==> src/rtl/core/mexp_pkg.sv <==
// Shared types, token codes and lookup functions for the expression tokenizer.
// Used by every module of the block; depends on nothing else.
package mexp_pkg;

    // Default sizes, used as the parameter defaults of the top level.
    localparam int MAX_EXPR_LEN_DEF   = 4096;
    localparam int MAX_NAME_CHARS_DEF = 4;
    localparam int QUEUE_DEPTH_DEF    = 4;

    // Result field widths.
    localparam int KIND_W = 4;
    localparam int ID_W   = 4;
    localparam int POS_W  = 13;
    localparam int ERR_W  = 2;
    localparam int SLOTS  = 4;

    // Token kinds.
    localparam logic [KIND_W-1:0] K_NUM   = 4'd0;
    localparam logic [KIND_W-1:0] K_VAR   = 4'd1;
    localparam logic [KIND_W-1:0] K_CONST = 4'd2;
    localparam logic [KIND_W-1:0] K_FUNC  = 4'd3;
    localparam logic [KIND_W-1:0] K_PLUS  = 4'd4;
    localparam logic [KIND_W-1:0] K_MINUS = 4'd5;
    localparam logic [KIND_W-1:0] K_STAR  = 4'd6;
    localparam logic [KIND_W-1:0] K_SLASH = 4'd7;
    localparam logic [KIND_W-1:0] K_CARET = 4'd8;
    localparam logic [KIND_W-1:0] K_LPAR  = 4'd9;
    localparam logic [KIND_W-1:0] K_RPAR  = 4'd10;
    localparam logic [KIND_W-1:0] K_END   = 4'd11;
    localparam logic [KIND_W-1:0] K_ERR   = 4'd12;

    // Error codes.
    localparam logic [ERR_W-1:0] E_NONE    = 2'd0;
    localparam logic [ERR_W-1:0] E_NUMBER  = 2'd1;
    localparam logic [ERR_W-1:0] E_IDENT   = 2'd2;
    localparam logic [ERR_W-1:0] E_INVALID = 2'd3;

    // Constant ids.
    localparam logic [ID_W-1:0] ID_PI = 4'd0;
    localparam logic [ID_W-1:0] ID_E  = 4'd1;

    // Function names, first character in the lowest byte, zero padded.
    localparam int NUM_FUNCS = 14;
    localparam logic [31:0] FUNC_WORDS [NUM_FUNCS] = '{
        32'h006E6973, 32'h00736F63, 32'h006E6174,
        32'h6E697361, 32'h736F6361, 32'h6E617461,
        32'h686E6973, 32'h68736F63, 32'h686E6174,
        32'h00676F6C, 32'h00006E6C, 32'h74727173,
        32'h00736261, 32'h00707865
    };

    // One result, without the last-of-run flag.
    typedef struct packed {
        logic [KIND_W-1:0] kind;
        logic [ID_W-1:0]   id;
        logic [POS_W-1:0]  pos;
        logic [POS_W-1:0]  span;
        logic              implicit;
        logic [ERR_W-1:0]  err;
    } t_tok;

    // All results caused by one input byte.
    typedef struct packed {
        logic [2:0]           count;
        t_tok [SLOTS-1:0]     slot;
    } t_bundle;

    typedef struct packed {
        logic              hit;
        logic [KIND_W-1:0] kind;
        logic [ID_W-1:0]   id;
    } t_match;

    // Matches a zero-padded name word against the variable, constants and functions.
    function automatic t_match lookup_name(input logic [63:0] word);
        t_match m;
        m = '0;
        if (word == 64'h78) begin
            m = '{hit: 1'b1, kind: K_VAR, id: '0};
        end else if (word == 64'h6970) begin
            m = '{hit: 1'b1, kind: K_CONST, id: ID_PI};
        end else if (word == 64'h65) begin
            m = '{hit: 1'b1, kind: K_CONST, id: ID_E};
        end else begin
            for (int k = 0; k < NUM_FUNCS; k++) begin
                if (word == {32'h0, FUNC_WORDS[k]}) begin
                    m = '{hit: 1'b1, kind: K_FUNC, id: ID_W'(k)};
                end
            end
        end
        return m;
    endfunction

    // Operator character to token kind; anything else gives the error kind.
    function automatic logic [KIND_W-1:0] op_kind(input logic [7:0] c);
        logic [KIND_W-1:0] k;
        unique case (c)
            8'h2B:   k = K_PLUS;
            8'h2D:   k = K_MINUS;
            8'h2A:   k = K_STAR;
            8'h2F:   k = K_SLASH;
            8'h5E:   k = K_CARET;
            8'h28:   k = K_LPAR;
            8'h29:   k = K_RPAR;
            default: k = K_ERR;
        endcase
        return k;
    endfunction

    // A token that can be followed by an implied multiply.
    function automatic logic is_opening(input logic [KIND_W-1:0] k);
        return (k == K_NUM) || (k == K_VAR) || (k == K_CONST) || (k == K_RPAR);
    endfunction

    // A token that an implied multiply may precede.
    function automatic logic is_closing(input logic [KIND_W-1:0] k);
        return (k == K_NUM) || (k == K_VAR) || (k == K_CONST) || (k == K_FUNC)
            || (k == K_LPAR);
    endfunction

endpackage

==> src/rtl/core/mexp_front.sv <==
// Scanner front end: accepts one byte or end mark a cycle while the queue is not full, and classifies it.
// Builds the bundle of up to four results that the byte completes; uses mexp_pkg.
module mexp_front
    import mexp_pkg::*;
#(
    parameter int MAX_EXPR_LEN   = MAX_EXPR_LEN_DEF,
    parameter int MAX_NAME_CHARS = MAX_NAME_CHARS_DEF
) (
    input  logic    i_clk,
    input  logic    i_rst_n,
    input  logic    i_valid,
    input  logic    i_mode,
    input  logic [7:0] i_char,
    input  logic    i_full,
    output logic    o_ready,
    output logic    o_push,
    output t_bundle o_bundle
);

    localparam int IW = $clog2(MAX_EXPR_LEN + 1);
    localparam int NW = 8 * MAX_NAME_CHARS;
    localparam logic [IW-1:0] IDX_MAX = IW'(MAX_EXPR_LEN);

    typedef enum logic [1:0] {
        S_IDLE = 2'd0,
        S_NUM  = 2'd1,
        S_NAME = 2'd2,
        S_ERR  = 2'd3
    } t_phase;

    t_phase          r_phase, n_phase;
    logic [IW-1:0]   r_idx, n_idx;
    logic [IW-1:0]   r_start, n_start;
    logic            r_dot, n_dot;
    logic            r_digit, n_digit;
    logic [NW-1:0]   r_name, n_name;
    logic            r_long, n_long;
    logic            r_prev, n_prev;

    logic            accept;
    logic            is_dig, is_alp, is_sp, is_dot;
    logic [KIND_W-1:0] c_kind;
    t_match          match;
    logic [IW-1:0]   run_len;
    logic [IW-1:0]   idx_inc;
    logic [POS_W-1:0] pos_idx, pos_start, span_run, span_dot2;
    logic            handled, dot2, do_finish, f_err, fin_ok, prev1, start_char;
    logic [KIND_W-1:0] f_kind;
    logic [ID_W-1:0] f_id;
    t_tok            cand [SLOTS];
    logic [SLOTS-1:0] cand_v;
    logic [2:0]      cnt;

    assign o_ready = !i_full;
    assign accept  = i_valid && !i_full;

    // Character classes.
    assign is_dig = (i_char >= 8'h30) && (i_char <= 8'h39);
    assign is_alp = ((i_char >= 8'h61) && (i_char <= 8'h7A))
                 || ((i_char >= 8'h41) && (i_char <= 8'h5A));
    assign is_sp  = (i_char == 8'h20) || ((i_char >= 8'h09) && (i_char <= 8'h0D));
    assign is_dot = (i_char == 8'h2E);
    assign c_kind = op_kind(i_char);

    // Name lookup and run geometry.
    assign match     = lookup_name(64'(r_name));
    assign run_len   = r_idx - r_start;
    assign idx_inc   = (r_idx < IDX_MAX) ? r_idx + 1'b1 : r_idx;
    assign pos_idx   = POS_W'(r_idx);
    assign pos_start = POS_W'(r_start);
    assign span_run  = POS_W'(run_len);
    assign span_dot2 = POS_W'(idx_inc - r_start);

    // Decide how the pending run and the new byte combine.
    always_comb begin
        handled = 1'b0;
        dot2    = 1'b0;
        if (!i_mode && r_phase == S_NUM && (is_dig || is_dot)) begin
            handled = 1'b1;
            dot2    = is_dot && r_dot;
        end
        if (!i_mode && r_phase == S_NAME && (is_alp || is_dig)) begin
            handled = 1'b1;
        end
        do_finish = ((r_phase == S_NUM) || (r_phase == S_NAME)) && !handled;
        if (r_phase == S_NUM) begin
            f_err  = !r_digit;
            f_kind = K_NUM;
            f_id   = '0;
        end else begin
            f_err  = !(match.hit && !r_long);
            f_kind = match.kind;
            f_id   = match.id;
        end
        fin_ok     = !(do_finish && f_err);
        prev1      = (do_finish && !f_err) ? is_opening(f_kind) : r_prev;
        start_char = !i_mode && (r_phase != S_ERR) && !handled && fin_ok;
    end

    // Candidate results in emission order.
    always_comb begin
        for (int i = 0; i < SLOTS; i++) begin
            cand[i] = '0;
        end
        cand_v = '0;

        // Implied multiply before the finished run.
        cand_v[0]        = do_finish && !f_err && r_prev && is_closing(f_kind);
        cand[0].kind     = K_STAR;
        cand[0].pos      = pos_start;
        cand[0].implicit = 1'b1;

        // Finished run, its error, or a second dot inside a number.
        cand_v[1] = do_finish || dot2;
        if (dot2) begin
            cand[1].kind = K_ERR;
            cand[1].pos  = pos_start;
            cand[1].span = span_dot2;
            cand[1].err  = E_NUMBER;
        end else if (f_err) begin
            cand[1].kind = K_ERR;
            cand[1].pos  = pos_start;
            cand[1].span = span_run;
            cand[1].err  = (r_phase == S_NUM) ? E_NUMBER : E_IDENT;
        end else begin
            cand[1].kind = f_kind;
            cand[1].id   = f_id;
            cand[1].pos  = pos_start;
            cand[1].span = span_run;
        end

        // Implied multiply before a left parenthesis.
        cand_v[2]        = start_char && !is_sp && !is_dig && !is_dot && !is_alp
                        && (c_kind == K_LPAR) && prev1;
        cand[2].kind     = K_STAR;
        cand[2].pos      = pos_idx;
        cand[2].implicit = 1'b1;

        // Operator, invalid character, or the end token.
        if (i_mode) begin
            cand_v[3]    = (r_phase != S_ERR) && fin_ok;
            cand[3].kind = K_END;
            cand[3].pos  = pos_idx;
        end else begin
            cand_v[3]    = start_char && !is_sp && !is_dig && !is_dot && !is_alp;
            cand[3].kind = c_kind;
            cand[3].pos  = pos_idx;
            cand[3].span = POS_W'(1);
            cand[3].err  = (c_kind == K_ERR) ? E_INVALID : E_NONE;
        end
    end

    // Pack the valid candidates into the low slots of the bundle.
    always_comb begin
        o_bundle = '0;
        cnt      = '0;
        for (int i = 0; i < SLOTS; i++) begin
            if (cand_v[i]) begin
                o_bundle.slot[cnt[1:0]] = cand[i];
                cnt = cnt + 3'd1;
            end
        end
        o_bundle.count = cnt;
        o_push         = accept && (cnt != 3'd0);
    end

    // Next scanner state.
    always_comb begin
        n_phase = r_phase;
        n_idx   = r_idx;
        n_start = r_start;
        n_dot   = r_dot;
        n_digit = r_digit;
        n_name  = r_name;
        n_long  = r_long;
        n_prev  = r_prev;
        if (i_mode) begin
            n_phase = S_IDLE;
            n_idx   = '0;
            n_start = '0;
            n_dot   = 1'b0;
            n_digit = 1'b0;
            n_name  = '0;
            n_long  = 1'b0;
            n_prev  = 1'b0;
        end else if (r_phase == S_ERR) begin
            n_idx = idx_inc;
        end else begin
            n_idx = idx_inc;
            if (dot2) begin
                n_phase = S_ERR;
            end else if (handled && r_phase == S_NUM) begin
                n_digit = r_digit | is_dig;
                n_dot   = r_dot | is_dot;
            end else if (handled) begin
                // Another name character: store it or mark the name as too long.
                if (r_idx >= IDX_MAX || run_len >= IW'(MAX_NAME_CHARS)) begin
                    n_long = 1'b1;
                end else begin
                    for (int k = 0; k < MAX_NAME_CHARS; k++) begin
                        if (run_len == IW'(k)) begin
                            n_name[8*k +: 8] = i_char;
                        end
                    end
                end
            end else begin
                if (do_finish) begin
                    n_phase = f_err ? S_ERR : S_IDLE;
                    n_prev  = prev1;
                end
                if (fin_ok) begin
                    n_dot   = 1'b0;
                    n_digit = 1'b0;
                    n_name  = '0;
                    n_long  = 1'b0;
                    n_start = r_idx;
                    if (is_sp) begin
                        n_phase = S_IDLE;
                    end else if (is_dig || is_dot) begin
                        n_phase = S_NUM;
                        n_digit = is_dig;
                        n_dot   = is_dot;
                    end else if (is_alp) begin
                        n_phase = S_NAME;
                        if (r_idx >= IDX_MAX) begin
                            n_long = 1'b1;
                        end else begin
                            n_name[7:0] = i_char;
                        end
                    end else if (c_kind == K_ERR) begin
                        n_phase = S_ERR;
                    end else begin
                        n_phase = S_IDLE;
                        n_prev  = (c_kind == K_RPAR);
                    end
                end
            end
        end
    end

    // Scanner state registers.
    always_ff @(posedge i_clk) begin
        if (!i_rst_n) begin
            r_phase <= S_IDLE;
            r_idx   <= '0;
            r_start <= '0;
            r_dot   <= 1'b0;
            r_digit <= 1'b0;
            r_name  <= '0;
            r_long  <= 1'b0;
            r_prev  <= 1'b0;
        end else if (accept) begin
            r_phase <= n_phase;
            r_idx   <= n_idx;
            r_start <= n_start;
            r_dot   <= n_dot;
            r_digit <= n_digit;
            r_name  <= n_name;
            r_long  <= n_long;
            r_prev  <= n_prev;
        end
    end

endmodule

==> src/rtl/core/mexp_queue.sv <==
// Short queue of result bundles between the scanner and the output stage.
// Register-based ring with occupancy count; uses mexp_pkg.
module mexp_queue
    import mexp_pkg::*;
#(
    parameter int DEPTH = QUEUE_DEPTH_DEF
) (
    input  logic    i_clk,
    input  logic    i_rst_n,
    input  logic    i_push,
    input  t_bundle i_data,
    input  logic    i_pop,
    output logic    o_full,
    output logic    o_empty,
    output t_bundle o_head
);

    localparam int PW = (DEPTH > 1) ? $clog2(DEPTH) : 1;
    localparam int CW = $clog2(DEPTH + 1);
    localparam logic [PW-1:0] LAST_PTR = PW'(DEPTH - 1);

    t_bundle       r_mem [DEPTH];
    logic [PW-1:0] r_wr, r_rd;
    logic [CW-1:0] r_cnt;

    assign o_full  = (r_cnt == CW'(DEPTH));
    assign o_empty = (r_cnt == '0);
    assign o_head  = r_mem[r_rd];

    // Pointers and occupancy.
    always_ff @(posedge i_clk) begin
        if (!i_rst_n) begin
            r_wr  <= '0;
            r_rd  <= '0;
            r_cnt <= '0;
        end else begin
            if (i_push) begin
                r_wr <= (r_wr == LAST_PTR) ? '0 : r_wr + 1'b1;
            end
            if (i_pop) begin
                r_rd <= (r_rd == LAST_PTR) ? '0 : r_rd + 1'b1;
            end
            if (i_push && !i_pop) begin
                r_cnt <= r_cnt + 1'b1;
            end else if (!i_push && i_pop) begin
                r_cnt <= r_cnt - 1'b1;
            end
        end
    end

    // Entry storage.
    always_ff @(posedge i_clk) begin
        if (i_push) begin
            r_mem[r_wr] <= i_data;
        end
    end

endmodule

==> src/rtl/core/mexp_back.sv <==
// Output stage: walks the head bundle one result at a time into an output register.
// Marks the final result of each bundle as last; uses mexp_pkg.
module mexp_back
    import mexp_pkg::*;
(
    input  logic    i_clk,
    input  logic    i_rst_n,
    input  t_bundle i_head,
    input  logic    i_empty,
    output logic    o_pop,
    output logic    o_valid,
    input  logic    i_ready,
    output t_tok    o_tok,
    output logic    o_last
);

    logic [1:0] r_sel;
    logic       r_valid;
    t_tok       r_tok;
    logic       r_last;
    logic       load, sel_last;

    assign load     = !i_empty && (!r_valid || i_ready);
    assign sel_last = ({1'b0, r_sel} == (i_head.count - 3'd1));
    assign o_pop    = load && sel_last;
    assign o_valid  = r_valid;
    assign o_tok    = r_tok;
    assign o_last   = r_last;

    // Slot selector and output valid.
    always_ff @(posedge i_clk) begin
        if (!i_rst_n) begin
            r_sel   <= '0;
            r_valid <= 1'b0;
        end else if (load) begin
            r_valid <= 1'b1;
            r_sel   <= sel_last ? 2'd0 : r_sel + 2'd1;
        end else if (i_ready) begin
            r_valid <= 1'b0;
        end
    end

    // Output payload.
    always_ff @(posedge i_clk) begin
        if (load) begin
            r_tok  <= i_head.slot[r_sel];
            r_last <= sel_last;
        end
    end

endmodule

==> src/rtl/core/math_expression_tokenizer.sv <==
// Arithmetic expression tokenizer top level: scanner, bundle queue, output stage.
// Depends on mexp_pkg, mexp_front, mexp_queue and mexp_back.
//
// Usage: the slave stream carries one byte of expression text per beat in
// tdata, with tuser low for a character and high for the end of the
// expression. The master stream returns tokens: kind, name id, position,
// length, implied-multiply flag and error code; tlast marks the final token
// caused by one input beat. A beat may cause no token (whitespace, bytes
// inside a number or name, bytes after an error).
// Throughput: one input beat per cycle while the queue has room. The
// scanner decides all tokens of a byte combinationally and writes them as
// one queue entry; the output register drains one token per cycle while
// the receiver is ready, and the queue absorbs the bursts of a byte that
// completes more than one token.
// The tokens of a beat are written to a queue entry and then to the output
// register. When the receiver stalls, tokens wait in the output register and
// the queue; s_axis_tready drops once the queue holds QUEUE_DEPTH entries.
// Reset clears the scanner state, position counter and queue; no clearing
// pass is needed and the block accepts beats as soon as reset is released.
module math_expression_tokenizer
    import mexp_pkg::*;
#(
    parameter int MAX_EXPR_LEN   = MAX_EXPR_LEN_DEF,
    parameter int MAX_NAME_CHARS = MAX_NAME_CHARS_DEF,
    parameter int QUEUE_DEPTH    = QUEUE_DEPTH_DEF
) (
    input  logic        i_clk,
    input  logic        i_rst_n,
    input  logic        i_s_axis_tvalid,
    output logic        o_s_axis_tready,
    input  logic [7:0]  i_s_axis_tdata,   // [7:0] char_code
    input  logic [0:0]  i_s_axis_tuser,   // [0] mode
    output logic        o_m_axis_tvalid,
    input  logic        i_m_axis_tready,
    output logic [31:0] o_m_axis_tdata,   // [3:0] name_id, [16:4] position,
                                          // [29:17] span_length, [31:30] error_code
    output logic [4:0]  o_m_axis_tuser,   // [3:0] token_kind, [4] is_implicit
    output logic        o_m_axis_tlast
);

    logic    full, empty, push, pop;
    t_bundle bundle, head;
    t_tok    tok;

    mexp_front #(
        .MAX_EXPR_LEN   (MAX_EXPR_LEN),
        .MAX_NAME_CHARS (MAX_NAME_CHARS)
    ) u_front (
        .i_clk    (i_clk),
        .i_rst_n  (i_rst_n),
        .i_valid  (i_s_axis_tvalid),
        .i_mode   (i_s_axis_tuser[0]),
        .i_char   (i_s_axis_tdata),
        .i_full   (full),
        .o_ready  (o_s_axis_tready),
        .o_push   (push),
        .o_bundle (bundle)
    );

    mexp_queue #(
        .DEPTH (QUEUE_DEPTH)
    ) u_queue (
        .i_clk   (i_clk),
        .i_rst_n (i_rst_n),
        .i_push  (push),
        .i_data  (bundle),
        .i_pop   (pop),
        .o_full  (full),
        .o_empty (empty),
        .o_head  (head)
    );

    mexp_back u_back (
        .i_clk   (i_clk),
        .i_rst_n (i_rst_n),
        .i_head  (head),
        .i_empty (empty),
        .o_pop   (pop),
        .o_valid (o_m_axis_tvalid),
        .i_ready (i_m_axis_tready),
        .o_tok   (tok),
        .o_last  (o_m_axis_tlast)
    );

    // Pack the token onto the master stream.
    assign o_m_axis_tdata = {tok.err, tok.span, tok.pos, tok.id};
    assign o_m_axis_tuser = {tok.implicit, tok.kind};

endmodule
==> config.mk <==
export PLATFORM = sky130hd
export DESIGN_NAME = math_expression_tokenizer
export DESIGN_NICKNAME = d
export VERILOG_FILES = /design/src/rtl/core/mexp_pkg.sv /design/src/rtl/core/mexp_front.sv /design/src/rtl/core/mexp_queue.sv /design/src/rtl/core/mexp_back.sv /design/src/rtl/core/math_expression_tokenizer.sv
export SDC_FILE = /design/constraint.sdc
export NUM_CORES = 1
export LEC_CHECK = 0
export BUFFER_PORTS_ARGS = -buffer_cell sky130_fd_sc_hd__buf_2
export CELL_PAD_IN_SITES_DETAIL_PLACEMENT = 1
export CELL_PAD_IN_SITES_GLOBAL_PLACEMENT = 1
export CORE_MARGIN = 10
export CORE_UTILIZATION = 54
export CTS_CLUSTER_DIAMETER = 50
export DETAILED_ROUTE_END_ITERATION = 7
export MAX_ROUTING_LAYER = met4
export PLACE_DENSITY_LB_ADDON = 0.1
export SYNTH_ARGS = -nofsm -noshare
export SYNTH_HDL_FRONTEND = slang
export SYNTH_SLANG_ARGS = --single-unit
export TNS_END_PERCENT = 1
==> constraint.sdc <==
create_clock -name i_clk -period 8.6 [get_ports i_clk]
set_input_delay 0.86 -clock i_clk [delete_from_list [all_inputs] [get_ports i_clk]]
set_output_delay 0.86 -clock i_clk [all_outputs]
set_load 0.02 [all_outputs]
==> results.json <==
{
  "synthArstFlopShare": 0,
  "max-vdd-ir-drop_mv": 0.429,
  "path_class": "flip-flop to flip-flop",
  "fp.dieW_um": 238,
  "startpoint_type": "flip-flop",
  "gp_congestion": 0.902,
  "syn_avg_cell_area_sq_um": 15.2,
  "timing_hold_violations_final": 0,
  "root_buffer": "clkbuf_16",
  "swShare": 0.298,
  "grt_pass1_wl_um": 102000,
  "critPathCaptureType": "flip-flop",
  "ys_seq_area_frac": 0.649,
  "port-buffer-count": 52,
  "drt_first_iter_violations": 1591,
  "ant_nets": 0,
  "yosys.cell_types.count": 84,
  "cts_tree": "done",
  "grt-ovfl-total": 0,
  "cp_slowest_cell": "and3_4",
  "place_ws_ns": 1.65,
  "fin_crit_sh": 0.788,
  "synth_area_leaders": "edfxtp_1 (59%), mux4_2 (12%), dfxtp_1 (5.9%)",
  "antenna_found_initial": 1,
  "p_leak_nw": 9.49,
  "synth_ff_type": "edfxtp_1",
  "cts_buffers": 59,
  "synth-seq-cells": 582,
  "grt_usage": 0.243,
  "clock_power_share": 0.309,
  "num_rows": 79,
  "power.density_nw_per_um2": 295,
  "synth_edf_count": 506,
  "cts_hold_buffers": 0,
  "period_minus_slack_ns": 6.77,
  "tns_ns": 0,
  "cp_cell_sequence": "nor4_1 > nand2_1 > nor3b_1 > a21boi_0 > o211ai_2 > nor4b_2 > a21oi_1 > and3_1 > inv_2 > ha_1 > mux2i_1 > ha_1 > inv_1 > ha_1 > nand3b_1 > mux2_2 > and3_4 > buf_4",
  "die_height_um": 238,
  "netlist_top_cells_count": "edfxtp_1 (506), mux4_2 (136), nor2_1 (120), nand2_1 (106), dfxtp_1 (76)",
  "route.vias.total": 15400,
  "h-tree-depth": 2,
  "initial_core_util": 0.550,
  "internal-power_w": 0.00593,
  "synthesis.area_sq_um": 25800,
  "slew_viol_final": 0,
  "synth_most_common_cell": "edfxtp_1",
  "p_sw_w": 0.00252,
  "dpl.hpwl_um": 43400,
  "wl_um": 66400,
  "grt_max_degree": 97,
  "arrival_ns": 7.06,
  "final_layout_size_suffix_gt1_frac": 0.190,
  "fin_nets": 1797,
  "critical_path.top_delay_family": "simple AND/OR/NAND/NOR gates",
  "detail_route.wl_per_cell_um": 27.7,
  "drv_cap": 0,
  "synth_warnings": 0,
  "clk_pin_slew_ns": 0.06,
  "timing.slew.headroom": 0.121,
  "pwr-share-comb": 0.242,
  "clk_latency_ns": 0.63,
  "setup_viol": 0,
  "area_growth_pct": 11.0,
  "first_global_vias": 16200,
  "drc_errors": 0,
  "rsz0062_at_grt": "false",
  "viasPerCell": 6.42,
  "required_ns": 8.88,
  "synth_top_area_share": 0.590,
  "synth_top_cell_by_area": "edfxtp_1",
  "coreArea_sq_um": 46900,
  "fin_ws_ns": 1.83,
  "max_stage_delay_ns": 0.90,
  "syn_inst": 1699,
  "tightest_slew_ns": 1.31,
  "pin_count": 53,
  "synth_nets": 1760,
  "postCtsResizedCells": 0,
  "postCtsSetupBuffers": 0,
  "status": "complete, no violations",
  "clock-skew-final_ns": 0.0296,
  "dieArea_sq_um": 56900,
  "crit_top_cell": "ha_1",
  "hold_class": "flip-flop to flip-flop",
  "cts_buffer_depth": 3,
  "fillers": 4283,
  "finalPower_w": 0.00845,
  "p_seq_frac": 0.449,
  "firstDrtPassIters": 7,
  "critical_path.max_fanout": 57,
  "path_buf_inv": 3,
  "clock_sinks": 582,
  "max_freq_ghz": 0.148
}
cells in the final DEF, fill, tap and decap left out, types with 6 or more instances in the layout:
master / synthesis / routed
and3_1: 21 / 17
buf_2: 15 / 52
buf_4: 1 / 13
inv_1: 42 / 41
ha_1: 45 / 45
a22o_1: 16 / 16
o31ai_1: 21 / 21
a211oi_1: 10 / 10
o21ai_0: 46 / 46
dfxtp_1: 76 / 72
bufinv_16: 0 / 7
nand2b_1: 20 / 20
nor3_1: 26 / 26
clkbuf_16: 0 / 60
mux2i_1: 34 / 34
and2_1: 31 / 31
nor2b_1: 18 / 18
nor4_1: 13 / 13
clkinv_1: 0 / 10
edfxtp_1: 506 / 506
clkinv_2: 0 / 11
o221ai_1: 8 / 8
mux4_2: 136 / 136
or3_1: 12 / 12
a31oi_1: 8 / 7
nand4_1: 11 / 11
o21a_1: 9 / 9
nor2_1: 120 / 120
nand2_1: 106 / 106
a21oi_1: 63 / 62
clkbuf_1: 59 / 12
nand3_1: 53 / 53
xnor2_1: 21 / 21
a21o_1: 6 / 6
xor2_1: 16 / 16
or2_2: 7 / 7
a22oi_1: 9 / 9
kinds of logic after synthesis:
kind of cell | share of synthesized area
adders and majority gates | 0.0242
DFF | 0.649
AOI/OAI and AO/OA | 0.0652
buffers and inverters | 0.0205
muxes | 0.134
and+or+nand+nor | 0.0951
xor gates and xnor gates | 0.0126
sequential cells by signal, indices dropped and copies added (netlist names), named ones only:
register and flops:
u_back.o_last 1, u_back.o_tok 37, u_back.o_valid 1, u_back.r_sel 2, u_front.pos_idx 13, u_front.pos_start 13, u_front.r_digit 1, u_front.r_dot 1
u_front.r_long 1, u_front.r_name 32, u_front.r_phase 2, u_front.r_prev 1, u_queue.r_cnt 3, u_queue.r_mem 468, u_queue.r_rd 2, u_queue.r_wr 2
through the flow:
step / hold slack, ns / util / cells / instance area (sq um)
after global placement: 0.448 / 0.568 / 2282 / 26600
final: 0.461 / 0.611 / 2394 / 28600
after detailed placement: 0.462 / 0.568 / 2282 / 26600
after CTS: 0.471 / 0.611 / 2393 / 28600
after global routing: 0.500 / 0.611 / 2393 / 28600
after floorplan: 0.434 / - / 1699 / 25800
metal layers:
layer	global-route usage	part of all wire	wire length [um]
met1	0.326	0.44	28900
met2	0.387	0.49	32800
met3	0.0352	0.049	3270
met5	-	0	0
met4	0.0616	0.021	1400
power by group through the flow:
stage               Combinational [W]  Sequential [W]  Clock (W)
finish                        0.00204         0.00379    0.00261
global route                  0.00222         0.00384    0.00276
CTS                           0.00208         0.00380    0.00264
detailed placement            0.00206         0.00385          0
global placement              0.00201         0.00382          0
floorplan                     0.00132         0.00393          0
worst min-delay path: stages (launching register included):
cell and delay (ns):
dfxtp_1 0.31, nand2_1 0.05, mux2i_1 0.05
area by class of cell:
cell class | count | area (sq um) | area share
Timing Repair Buffer | 68 | 418 | 0.0146
Clock inverter | 39 | 430 | 0.0150
Sequential cell | 582 | 16700 | 0.585
Tap cell | 607 | 759 | 0.0265
Clock buffer | 72 | 1550 | 0.0541
Multi-Input combinational cell | 982 | 8560 | 0.299
Antenna cell | 1 | 2.50 | 0.0000875
Inverter | 43 | 161 | 0.00564
worst paths after layout:
check / startpoint / endpoint / slack, ns / depth (start not counted)
max: u_front.r_name[27] / u_queue.r_mem[1][43] / 1.83 / 18
min: u_front.r_name[5] / u_front.r_name[5] / 0.46 / 2
max reg2reg: u_front.r_name[27] / u_queue.r_mem[1][43] / 1.83 / 18
min reg2reg: u_front.r_name[5] / u_front.r_name[5] / 0.46 / 2
No activity file was read; power rests on OpenSTA's default activity.
